### config.mk
export PLATFORM = sky130hd
export DESIGN_NAME = prime_field_alu
export DESIGN_NICKNAME = d
export VERILOG_FILES = /design/src/rtl/pf_alu_pkg.sv /design/src/rtl/prime_field_alu.sv
export SDC_FILE = /design/constraint.sdc
export NUM_CORES = 1
export LEC_CHECK = 0
export BUFFER_PORTS_ARGS = -buffer_cell sky130_fd_sc_hd__buf_2
export CAP_MARGIN = 40
export CORE_UTILIZATION = 52
export DETAILED_ROUTE_END_ITERATION = 12
export GPL_TIMING_DRIVEN = 0
export PLACE_DENSITY = 0.73
export SYNTH_ARGS = -nofsm -noshare
export SYNTH_HDL_FRONTEND = slang
export SYNTH_SLANG_ARGS = --single-unit
### constraint.sdc
create_clock -name aclk -period 13.3 [get_ports aclk]
set_clock_uncertainty 0.2 [all_clocks]
set_input_delay 2.66 -clock aclk [delete_from_list [all_inputs] [get_ports aclk]]
set_output_delay 2.66 -clock aclk [all_outputs]
set_load 0.05 [all_outputs]
### src/rtl/pf_alu_pkg.sv
// ----------------------------------------------------------------------------
// pf_alu_pkg
// Operation and status codes shared by the prime field arithmetic unit.
// ----------------------------------------------------------------------------
package pf_alu_pkg;

    typedef enum logic [1:0] {
        FUNC_ADD = 2'd0,
        FUNC_MUL = 2'd1,
        FUNC_SUB = 2'd2,
        FUNC_DIV = 2'd3
    } func_t;

    typedef enum logic [1:0] {
        ST_OK       = 2'd0,
        ST_RANGE    = 2'd1,
        ST_DIV_ZERO = 2'd2
    } status_t;

    localparam int unsigned FUNC_BITS   = 2;
    localparam int unsigned STATUS_BITS = 2;

endpackage

### src/rtl/prime_field_alu.sv
// ----------------------------------------------------------------------------
// prime_field_alu
// Add, multiply, subtract and divide modulo a configurable modulus p.
// ----------------------------------------------------------------------------
// One transaction in gives one transaction out. Add and subtract are computed
// on acceptance; multiply runs a bit-serial shift-and-add over the operand_b
// bits; divide walks the candidates i = 1 .. p-1 with one modular addition
// per cycle. The sequencer holds one transaction at a time; the output
// register lets the next one be accepted while a result waits. An operand
// not below p gives status 1 and result 0; divide by zero gives status 2.
// When p is not prime divide returns the largest matching i, or 0 if there
// is none. Write the modulus only while idle.
module prime_field_alu #(
    parameter int unsigned VALUE_BITS = 10
) (
    input  logic aclk,
    input  logic aresetn,
    // modulus register
    input  logic                    cfg_we,
    input  logic [VALUE_BITS-1:0]   cfg_wdata,
    // input stream: [func | operand_a | operand_b | zero pad], low bits first
    input  logic                    s_tvalid,
    output logic                    s_tready,
    input  logic [((pf_alu_pkg::FUNC_BITS + 2*VALUE_BITS + 7) / 8) * 8 - 1:0] s_tdata,
    // output stream: [result | status | zero pad], low bits first
    output logic                    m_tvalid,
    input  logic                    m_tready,
    output logic [((VALUE_BITS + pf_alu_pkg::STATUS_BITS + 7) / 8) * 8 - 1:0] m_tdata
);
    import pf_alu_pkg::*;

    localparam int unsigned W       = VALUE_BITS;
    localparam int unsigned OUT_BITS = ((W + STATUS_BITS + 7) / 8) * 8;
    localparam int unsigned CW      = $clog2(W + 1);

    typedef enum logic [1:0] {
        S_IDLE,
        S_MUL,
        S_DIV,
        S_DONE
    } state_t;

    function automatic logic [W-1:0] mod_add(input logic [W-1:0] x,
                                              input logic [W-1:0] y,
                                              input logic [W-1:0] p);
        logic [W:0] s;
        s = {1'b0, x} + {1'b0, y};
        if (s >= {1'b0, p}) begin
            s = s - {1'b0, p};
        end
        return s[W-1:0];
    endfunction

    state_t             state_reg, state_next;
    logic [W-1:0]       mod_reg;
    logic [W-1:0]       op_a_reg, op_a_next;
    logic [W-1:0]       op_b_reg, op_b_next;   // divisor, or multiplier shift reg
    logic [W-1:0]       acc_reg, acc_next;
    logic [W-1:0]       idx_reg, idx_next;
    logic [CW-1:0]      cnt_reg, cnt_next;
    logic [W-1:0]       res_reg, res_next;
    status_t            st_reg, st_next;
    logic               m_valid_reg, m_valid_next;
    logic [OUT_BITS-1:0] m_data_reg, m_data_next;

    logic [FUNC_BITS-1:0] in_func;
    logic [W-1:0]       in_a, in_b;
    logic               s_fire;
    logic               out_free;
    logic [W:0]         sub_wide;
    logic [W-1:0]       mul_dbl;

    assign in_func = s_tdata[FUNC_BITS-1:0];
    assign in_a    = s_tdata[FUNC_BITS +: W];
    assign in_b    = s_tdata[FUNC_BITS + W +: W];

    assign s_tready = (state_reg == S_IDLE);
    assign s_fire   = s_tvalid && s_tready;
    assign out_free = !m_valid_reg || m_tready;
    assign m_tvalid = m_valid_reg;
    assign m_tdata  = m_data_reg;

    assign sub_wide = (in_a >= in_b) ? ({1'b0, in_a} - {1'b0, in_b})
                                     : ({1'b0, in_a} + {1'b0, mod_reg} - {1'b0, in_b});
    assign mul_dbl  = mod_add(acc_reg, acc_reg, mod_reg);

    always_comb begin
        state_next   = state_reg;
        op_a_next    = op_a_reg;
        op_b_next    = op_b_reg;
        acc_next     = acc_reg;
        idx_next     = idx_reg;
        cnt_next     = cnt_reg;
        res_next     = res_reg;
        st_next      = st_reg;
        m_valid_next = m_valid_reg;
        m_data_next  = m_data_reg;

        if (m_valid_reg && m_tready) begin
            m_valid_next = 1'b0;
        end

        case (state_reg)
            S_IDLE: begin
                if (s_fire) begin
                    op_a_next  = in_a;
                    op_b_next  = in_b;
                    res_next   = '0;
                    st_next    = ST_OK;
                    state_next = S_DONE;
                    if (in_a >= mod_reg || in_b >= mod_reg) begin
                        st_next = ST_RANGE;
                    end else begin
                        case (func_t'(in_func))
                            FUNC_ADD: res_next = mod_add(in_a, in_b, mod_reg);
                            FUNC_SUB: res_next = sub_wide[W-1:0];
                            FUNC_MUL: begin
                                acc_next   = '0;
                                cnt_next   = CW'(W);
                                state_next = S_MUL;
                            end
                            FUNC_DIV: begin
                                if (in_b == '0) begin
                                    st_next = ST_DIV_ZERO;
                                end else begin
                                    acc_next   = in_b;
                                    idx_next   = W'(1);
                                    state_next = S_DIV;
                                end
                            end
                            default: st_next = ST_OK;
                        endcase
                    end
                end
            end
            S_MUL: begin
                // MSB first: acc = 2*acc + bit*a, reduced each step
                acc_next  = mod_add(mul_dbl, op_b_reg[W-1] ? op_a_reg : '0, mod_reg);
                op_b_next = {op_b_reg[W-2:0], 1'b0};
                cnt_next  = cnt_reg - CW'(1);
                if (cnt_reg == CW'(1)) begin
                    res_next   = acc_next;
                    state_next = S_DONE;
                end
            end
            S_DIV: begin
                // acc tracks b*idx mod p; last hit is the largest quotient
                if (acc_reg == op_a_reg) begin
                    res_next = idx_reg;
                end
                acc_next = mod_add(acc_reg, op_b_reg, mod_reg);
                idx_next = idx_reg + W'(1);
                if (idx_reg == mod_reg - W'(1)) begin
                    state_next = S_DONE;
                end
            end
            S_DONE: begin
                if (out_free) begin
                    m_valid_next = 1'b1;
                    m_data_next  = OUT_BITS'({st_reg, res_reg});
                    state_next   = S_IDLE;
                end
            end
            default: state_next = S_IDLE;
        endcase
    end

    always_ff @(posedge aclk) begin
        if (!aresetn) begin
            state_reg   <= S_IDLE;
            mod_reg     <= W'(2);
            m_valid_reg <= 1'b0;
        end else begin
            state_reg   <= state_next;
            m_valid_reg <= m_valid_next;
            if (cfg_we) begin
                mod_reg <= cfg_wdata;
            end
        end
        op_a_reg   <= op_a_next;
        op_b_reg   <= op_b_next;
        acc_reg    <= acc_next;
        idx_reg    <= idx_next;
        cnt_reg    <= cnt_next;
        res_reg    <= res_next;
        st_reg     <= st_next;
        m_data_reg <= m_data_next;
    end

    // candidate index and running product stay reduced during the search
    a_div_idx_range: assert property (@(posedge aclk) disable iff (!aresetn)
        (state_reg == S_DIV) |-> (idx_reg < mod_reg && acc_reg < mod_reg))
        else $error("divide search left the field");

    a_mul_acc_range: assert property (@(posedge aclk) disable iff (!aresetn)
        (state_reg == S_MUL) |-> (acc_reg < mod_reg && cnt_reg != '0))
        else $error("multiply accumulator or count out of range");

    a_err_zero_result: assert property (@(posedge aclk) disable iff (!aresetn)
        (m_valid_reg && m_data_reg[W +: STATUS_BITS] != ST_OK) |-> (m_data_reg[W-1:0] == '0))
        else $error("nonzero result with error status");

    a_status_code: assert property (@(posedge aclk) disable iff (!aresetn)
        m_valid_reg |-> (m_data_reg[W +: STATUS_BITS] == ST_OK
                         || m_data_reg[W +: STATUS_BITS] == ST_RANGE
                         || m_data_reg[W +: STATUS_BITS] == ST_DIV_ZERO))
        else $error("undefined status code");

    a_load_on_done: assert property (@(posedge aclk) disable iff (!aresetn)
        $rose(m_valid_reg) |-> ($past(state_reg) == S_DONE && state_reg == S_IDLE))
        else $error("result issued outside completion");

endmodule

## Yosys cells after proc, flatten, opt, wreduce, memory -nomap -nowiden

Index checks and enable logic that the tools add are counted.
Widths: inputs -> output; s select.

| word-level totals | value |
|---|---|
| register bits after elaboration | 81 |
| output and inout bits | 18 |
| input bits | 39 |
| logic and storage cells | 115 |

| cells by class | value |
|---|---|
| bitwise gates (word level) | 1 |
| magnitude comparators | 7 |
| muxes and demuxes | 41 |
| equal/unequal tests | 20 |
| add/subtract/negate cells | 14 |
| reductions and logical operators | 20 |

Operators with widths:

| cell | count |
|---|---|
| $mux 10 | 18 |
| $pmux 10 s2 | 4 |
| $pmux 10 s3 | 2 |
| $sub 10x10->10 | 6 |
| $add 10x10->11 | 4 |
| $ge 11x10->1 | 4 |
| $ge 10x10->1 | 3 |
| $eq 10x10->1 | 2 |
| $mux 2 | 6 |
| $mux 4 | 3 |
| $ne 2x2->1 const B | 6 |
| $reduce_and 4->1 | 3 |
| $add 10x1->10 const B | 1 |
| $add 10x10->10 | 1 |
| $logic_not 10->1 | 1 |
| $reduce_and 5->1 | 2 |
| $sub 10x1->10 const B | 1 |
| $eq 2x2->1 const B | 4 |
| $pmux 2 s4 | 1 |
| $pmux 4 s2 | 1 |
| $ne 2x1->1 const B | 3 |
| $reduce_and 2->1 | 3 |
| $mux 1 | 5 |
| $eq 2x1->1 const B | 2 |
| 13 further kinds | 17 |

## Longest topological paths before layout

Gate-level depths: netlist of the first run.

| depth | value |
|---|---|
| word-level depth | 8 |
| mapped depth | 27 |
| gate-level depth less buffers | 25 |

## Least setup slack after synthesis of the first run

Ideal clock, no wire load.

| timing | value |
|---|---|
| path kind | input port to flip-flop |
| from | input port s_tdata[15] in the netlist's numbering |
| to | register res_reg[3] (data pin) |
| arrival | 5.630 ns |
| path slack | 7.205 ns |
| required time | 12.835 ns |
| stages | 17 |
| path buffers | 1 |
| library setup time | 0.265 ns |
| path through | inv_1 ha_1 buf_2 inv_1 o311a_1 o211ai_1 o31a_1 xnor2_1 ha_1 nand4_1 nor3_1 a2111oi_1 o31a_1 nand2_4 mux2i_1 nor2_1 or3_1 |

| between the ends | value |
|---|---|
| word-level cells in the longest chain between the ends | 7 |
| elaborated cells on any way between the ends | 14 |
| those cells by class | 4 x add/sub; 3 x order compare; 6 x mux; 1 x reduce/logical |

RTL lines:

| item | line | source |
|---|---|---|
| start, declared | prime_field_alu.sv:24 | `input logic [((pf_alu_pkg::FUNC_BITS + 2*VALUE_BITS + 7) / 8) * 8 - 1:0] s_tdata,` |
| $add 10x10->11 | prime_field_alu.sv:47 | `s = {1'b0, x} + {1'b0, y};` |
| $sub 10x10->10 or $ge 11x10->1 (tied branches) | prime_field_alu.sv:49, prime_field_alu.sv:48 |  |
| $mux 10 | prime_field_alu.sv:48 | `if (s >= {1'b0, p}) begin` |
| $pmux 10 s2 | prime_field_alu.sv:114 | `case (func_t'(in_func))` |
| $mux 10 * | prime_field_alu.sv:111 | `if (in_a >= mod_reg \|\| in_b >= mod_reg) begin` |
| $mux 10 * | prime_field_alu.sv:105 | `if (s_fire) begin` |
| $pmux 10 s3 * | prime_field_alu.sv:103 | `case (state_reg)` |
| via res_next[3] | prime_field_alu.sv:61 | `logic [W-1:0] res_reg, res_next;` |
| end signal, assigned | prime_field_alu.sv:185 | `res_reg <= res_next;` |
| end, declared | prime_field_alu.sv:61 |  |

Mark *: on every way through the listed nets, which the timed path passes. The rest lies on a longest branch. The select of a mux whose other input is x is not followed.
A chain may end at the register's enable or synchronous reset.

## Worst setup path in the final report of the first run

| timing | value |
|---|---|
| from | register mod_reg[1] |
| to | register res_reg[4] (data pin) |

| between the ends | value |
|---|---|
| word-level cells in the longest chain between the ends | 7 |
| elaborated cells on any way between the ends | 21 |
| those cells by class | 6 x add/sub; 5 x order compare; 9 x mux; 1 x reduce/logical |

RTL lines:

| item | line | source |
|---|---|---|
| start, declared | prime_field_alu.sv:55 | `logic [W-1:0] mod_reg;` |
| start signal, assigned | prime_field_alu.sv:177 | `mod_reg <= cfg_wdata;` |
| $sub 10x10->10, or another cell as far along | prime_field_alu.sv:49 | `s = s - {1'b0, p};` |
| $mux 10 or $sub 10x10->10 (tied branches) | prime_field_alu.sv:48, prime_field_alu.sv:84 |  |
| $add 10x10->11 or $mux 10 (tied branches) | prime_field_alu.sv:47, prime_field_alu.sv:83 |  |
| $sub 10x10->10, or another cell as far along | prime_field_alu.sv:49 |  |
| $mux 10 (on tied branches) | prime_field_alu.sv:48, prime_field_alu.sv:111 |  |
| $mux 10 (on tied branches) | prime_field_alu.sv:141, prime_field_alu.sv:105 |  |
| $pmux 10 s3 * | prime_field_alu.sv:103 |  |
| via res_next[4] | prime_field_alu.sv:61 |  |

Marked as above.

==> results of run 1 <==
==> final cells by class <==
| type | instances | area (um^2) |
|---|---|---|
| Fill cell | 1504 | 6880 |
| Multi-Input combinational cell | 805 | 6120 |
| Sequential cell | 81 | 2300 |
| Inverter | 82 | 308 |
| Timing Repair Buffer | 53 | 277 |
| Tap cell | 220 | 275 |
| Clock buffer | 9 | 225 |
| Buffer | 28 | 139 |
| Clock inverter | 7 | 53.8 |
==> path summary, 6_finish.rpt <==
kind,endpoint,slack (ps)
worst min-delay path,m_tdata[5],220
worst min register to register,m_tdata[5],220
worst max register to register,res_reg[4],5570
worst max-delay path,res_reg[4],5570
==> power groups by stage <==
stage	logic, mW	registers (mW)	clock network, mW
floorplan	1.73	0.447	0
global placement	2.15	0.453	0
detailed placement	2.19	0.456	0
CTS	2.21	0.451	0.239
global route	2.46	0.459	0.249
finish	2.23	0.453	0.239
==> routing by layer <==
metal  wire length [um]  vias to the layer above  global-route usage (%)  share of wire (%)
li1                   -                     3723                       -                  -
met2              11200                      371                    45.2                 44
met5                  0                        -                       0                  0
met4               1320                        0                    15.6                5.1
met3               2470                       74                    6.17                9.6
met1              10700                     3640                    39.0                 42
==> stage by stage <==
step	setup WS (ps)	hold WS (ps)	total power, mW
after floorplan	7210	200	2.18
after global placement	5820	201	2.60
after detailed placement	5680	206	2.65
after CTS	5630	222	2.90
after global routing	5010	236	3.17
final	5570	219	2.93
==> synthesized netlist by cell type (3+ instances only) <==
master     instances  area (um^2)
ha_1             119         1490
nand2_1           85          319
inv_1             81          304
edfxtp_1          68         2040
xnor2_1           62          543
nor2_1            55          206
a21oi_1           43          215
o21ai_0           43          215
nand3_1           30          150
xor2_1            30          263
nor2b_1           29          181
o211ai_1          26          195
and2_1            24          150
mux2i_1           24          240
nor3_1            21          105
fa_1              17          340
a21o_1            16          120
o21a_1            15          113
nand2b_1          14         87.6
nand4_1           14         87.6
a31oi_1           13         81.3
clkbuf_1          13         48.8
dfxtp_1           13          260
a211oi_1           9         67.6
buf_2              9         45.0
o21ai_1            9         45.0
nor4_1             8         50.1
or3_1              8         50.1
a22oi_1            7         52.6
and3_1             6         37.5
mux2_2             5         56.3
o21bai_1           5         37.5
o31a_1             5         43.8
a2111oi_0          4         35.0
buf_4              4         30.0
o41ai_1            4         35.0
a21oi_2            3         26.3
a22o_1             3         26.3
nand3b_1           3         22.5
or2_1              3         18.8
==> cells by family after synthesis <==
| kind of cell | count (synthesis) | share of synthesized area (%) |
|---|---|---|
| AOI/OAI and AO/OA | 236 | 18.4 |
| xor gates and xnor gates | 92 | 9.10 |
| adders and majority gates | 136 | 20.7 |
| buffers and inverters | 110 | 5.04 |
| DFF | 81 | 26.0 |
| muxes | 29 | 3.35 |
| other | 1 | 0.0423 |
| and+or+nand+nor | 308 | 17.4 |
==> results_dict.tcl, run 1 <==
set metrics [dict create \
    outcome "finished, final reports clean" \
    portBuffers 48 \
    drv_cap 0 \
    wl_per_cell_um 20.0 \
    crit_top_cell "ha_1" \
    p_leak_nw 4.12 \
    tightest_slew_ps 745 \
    grt_pass1_wl_mm 38.9 \
    period_share_pct 58.1 \
    start_util_pct 53.4 \
    clk_pin_slew_ps 70 \
    cts_hold_buf 0 \
    setup-violations-final 0 \
    die_y_um 133 \
    largest_reg_flops 12 \
    synth_cells 993 \
    cp.arrival_ps 7570 \
    hp-class "reg2reg" \
    drive_gt1_share_pct 9.48 \
    clk_path_buf_depth 2 \
    cts_setup_buffers 0 \
    p_seq_share_pct 15.5 \
    startpoint_type "flip-flop" \
    dp.cells 1269 \
    syn_avg_cell_area_um2 8.92 \
    vias 7808 \
    slowest_delay_ps 690 \
    pwr-share-clk_pct 8.2 \
    fin_crit_ps 7730 \
    mostFrequentLayoutCells "ha_1, nand2_1, inv_1, edfxtp_1, xnor2_1" \
    vias_per_cell 6.08 \
    route.detailed.drc 0 \
    num-nets-final 1235 \
    ys.flop_type "edfxtp_1" \
    rows 47 \
    final_core_util_pct 58.5 \
    hold_violations 0 \
    rr_worst_depth 24 \
    rsz0062_at_grt "false" \
    syn2layout_area_growth_pct 9.51 \
    comb_power_share_pct 76.3 \
    dieWidth_um 133 \
    die_area_um2 17600 \
    postRouteAntennaNets 0 \
    cts_sinks 81 \
    antenna_found_initial 0 \
    yosys_register_bits 81 \
    ys_warn_count 0 \
    maxClockFrequency_mhz 129 \
    crit_required_ps 13140 \
    slew_violations 0 \
    dp_hpwl_mm 20.5 \
    stdcell_area_um2 9700 \
    cp_slowest_cell "dfxtp_1" \
    crit_path_start "mod_reg[1]" \
    ctsResizeCount 0 \
    cts_tree "done" \
    slew_headroom_pct 50.2 \
    power.switching_mw 1.47 \
    routabilityCongestion 0.943 \
    first_pass_iters 5 \
    n_antenna_cell 0 \
    drt_iter0_drc 780 \
    hp-start "res_reg[5]" \
    worstReg2RegStart "mod_reg[1]" \
    htreeDepth 3 \
    ys_seq_area_share_pct 26.0 \
    sw_frac_of_total_pct 50.1 \
    p_int_mw 1.46 \
    synthArstFlopShare_pct 0 \
    final_cells 1285 \
    num_io_pins 57 \
    vdd_drop_max_mv 0.172 \
    cts_buffers 9 \
    core_area_um2 16600 \
    grt_max_degree 16 \
    crit_type "reg2reg" \
    layout_commonest_cell "ha_1" \
    clock_latency_ps 360 \
    path_cells "inv_1, ha_1, nor2b_1, o21ai_1, a21oi_1, nor4_1, o41ai_1, a21oi_1, clkbuf_1, o21ai_1, ha_1, nor2b_1, o31a_1, or2_2, a31oi_1, xnor2_1, ha_1, a21o_1, a41o_1, a21oi_2, buf_2, nor2_1, a31oi_1, o211ai_1" \
    hold_depth 0 \
    powerDensity_nw_per_um2 302 \
    yosysUniqueCellTypes 76 \
    grt_pass1_vias 7248 \
    worst-path-buf-inv 3 \
    endpoint_kind "flip-flop" \
    track_usage_pct 29.5 \
    cp_max_fo 10 \
    critical_path_depth 24 \
    root_buffer "clkbuf_16" \
    overflow 0 \
    fin_setup_tns_ps 0 \
    crit_family "compound AO/OA/AOI/OAI gates" \
    synth-edff-count 68 \
    syn_area_um2 8860 \
    drt_wl_total_mm 25.7 \
    placed_area_um2 9420 \
]
(Power assumes the default switching activity.)
==> run 2: changes to the inputs <==
--- a/config.mk
+++ b/config.mk
@@ -5,6 +5,7 @@
 export SDC_FILE = /design/constraint.sdc
 export NUM_CORES = 1
 export LEC_CHECK = 0
+export ABC_AREA = 1
 export BUFFER_PORTS_ARGS = -buffer_cell sky130_fd_sc_hd__buf_2
 export CAP_MARGIN = 40
 export CORE_UTILIZATION = 52
==> constraint.sdc (replaced) <==
create_clock -name aclk -period 7.55 [get_ports aclk]
set_clock_uncertainty 0.2 [all_clocks]
set_input_delay 1.51 -clock aclk [delete_from_list [all_inputs] [get_ports aclk]]
set_output_delay 1.51 -clock aclk [all_outputs]
set_load 0.05 [all_outputs]
==> run 2 against run 1 <==
Net effect:
- the flow now finishes with violations (design-rule violations)
- hold slack gained 4.1 ps
- highest routed layer unchanged
- global-route usage grew 1.3 points
- critical path type unchanged
- non-clock buffer count is the same
- via count grew 20%
==> results_dict.tcl, run 2 <==
set metrics [dict create \
    cp_slowest_cell "dfxtp_1" \
    endpoint_kind "flip-flop" \
    drive_gt1_share_pct 9.14 \
    route.detailed.drc 1 \
    clk_pin_slew_ps 70 \
    clk_path_buf_depth 2 \
    crit_type "reg2reg" \
    setup-violations-final 0 \
    num-nets-final 1625 \
    routabilityCongestion 0.915 \
    yosysUniqueCellTypes 52 \
    htreeDepth 3 \
    fin_setup_tns_ps 0 \
    ys_seq_area_share_pct 23.7 \
    yosysTopAreaCellShare_pct 21.0 \
    vias_per_cell 5.58 \
    vias 9402 \
    hp-class "reg2reg" \
    syn2layout_area_growth_pct 9.26 \
    grt_pass1_vias 8710 \
    drt_wl_total_mm 29.2 \
    die_y_um 139 \
    period_share_pct 86.6 \
    yosys-top-cells-area "edfxtp_1, ha_1, nand2_1" \
    ys.flop_type "edfxtp_1" \
    grt_max_degree 17 \
    maxClockFrequency_mhz 153 \
    core_area_um2 18100 \
    n_antenna_cell 0 \
    n_fill_cell 1738 \
    tightest_slew_ps 857 \
    largest_reg_flops 12 \
    cts_sinks 81 \
    cts_hold_buf 0 \
    cp.arrival_ps 6450 \
    mostFrequentLayoutCells "nand2_1, inv_1, ha_1, nand3_1, nor2_1" \
    num_io_pins 57 \
    drt_iter0_drc 791 \
    dp_hpwl_mm 23.3 \
    cts_setup_buffers 0 \
    yosysTopAreaCell "edfxtp_1" \
    synth-edff-count 68 \
    wl_per_cell_um 17.3 \
    cp_max_fo 10 \
    root_buffer "clkbuf_16" \
    antenna_found_initial 0 \
    ys_warn_count 0 \
    yosys_register_bits 81 \
    postRouteAntennaNets 0 \
    crit_required_ps 7460 \
    syn_area_um2 9720 \
    clock_latency_ps 360 \
    synth_cells 1384 \
    synthArstFlopShare_pct 0 \
    slowest_delay_ps 780 \
    layout_commonest_cell "nand2_1" \
    slew_headroom_pct 42.5 \
    synth_common_cells "nand2_1, inv_1, ha_1" \
    overflow 0 \
    slew_violations 0 \
    dp.cells 1668 \
    rsz0062_at_grt "false" \
    start_util_pct 53.5 \
    cts_buffers 9 \
    drv_cap 0 \
    track_usage_pct 30.8 \
    hold_violations 0 \
    fin_crit_ps 6540 \
    dieWidth_um 139 \
    ctsResizeCount 0 \
    violations "design-rule violations" \
    portBuffers 49 \
    synth.most_common_cell "nand2_1" \
    startpoint_type "flip-flop" \
    first_pass_iters 10 \
    final_cells 1684 \
    grt_pass1_wl_mm 45.5 \
    syn_avg_cell_area_um2 7.02 \
    cts_tree "done" \
    die_area_um2 19200 \
    outcome "finished, violations left" \
    rows 49 \
]
## run 2: changes by cell type in the layout (fill, tap and decap cells not counted), sizes merged, moves of 19 or more
cell and delta:
a21oi +40, and2 -24, inv +137, mux2i -24, nand2 +272, nand3 +88
nor2 +48, nor2b -29, o211ai -19, o21ai +30, xnor2 -46, xor2 +21
## run 2: kinds of logic after synthesis
kind of cell / after synthesis / share of synthesized area (%)
XOR/XNOR: 67 / 6.04
AND/OR/NAND/NOR: 636 / 28.4
adder cells (fa/ha/maj): 136 / 18.8
AO/OA/AOI/OAI: 215 / 12.6
buffers and inverters: 248 / 10.3
flip-flops: 81 / 23.7
other: 1 / 0.0386
## run 2: path summary, 6_finish.rpt
kind              cells after the start  slack (ps)       start         end
setup / recovery                     31        1010  mod_reg[1]  res_reg[6]
hold / removal                        0         220  res_reg[1]  m_tdata[1]
setup reg to reg                     31        1010  mod_reg[1]  res_reg[6]
hold reg to reg                       0         220  res_reg[1]  m_tdata[1]
## run 2: worst max-delay path, delay by kind of cell, from the launching register on
| family | cells | cell delay, ps |
|---|---|---|
| compound gates | 5 | 910 |
| xor+xnor | 1 | 210 |
| fa+ha+maj | 4 | 1460 |
| buf+inv | 8 | 1280 |
| flops | 1 | 780 |
| simple gates | 13 | 1400 |
## run 2: area by class of cell
class	instances	area (um^2)	area share, %
clock inverter	7	106	1.00
clock buffer	9	225	2.12
inverter	219	822	7.74
sequential	81	2300	21.7
timing repair buffer	52	265	2.50
buffer	29	183	1.72
multi-input combinational	1058	6420	60.5
tap	229	287	2.70
## run 2: metrics by stage
| step | hold slack (ps) | worst slack (ps) | utilization (%) | instance area (um^2) |
|---|---|---|---|---|
| after CTS | 223 | 1110 | 58.5 | 10600 |
| after global placement | 203 | 1180 | 56.5 | 10300 |
| final | 224 | 1010 | 58.5 | 10600 |
| after detailed placement | 205 | 1130 | 56.7 | 10300 |
| after floorplan | 200 | 2660 | - | 9730 |
| after global routing | 231 | 624 | 58.5 | 10600 |
## run 2: metal layers
| layer | up-vias | part of all wire (%) | track usage (%) |
|---|---|---|---|
| met5 | - | 0 | 0 |
| met4 | 0 | 3.5 | 13.1 |
| met3 | 51 | 5.8 | 3.49 |
| met2 | 323 | 46 | 50.7 |
| met1 | 4336 | 45 | 41.0 |
| li1 | 4692 | - | - |
Power of run 2 is not shown: default switching activity piles up to over one toggle a cycle in this logic, so the estimate is an artifact.
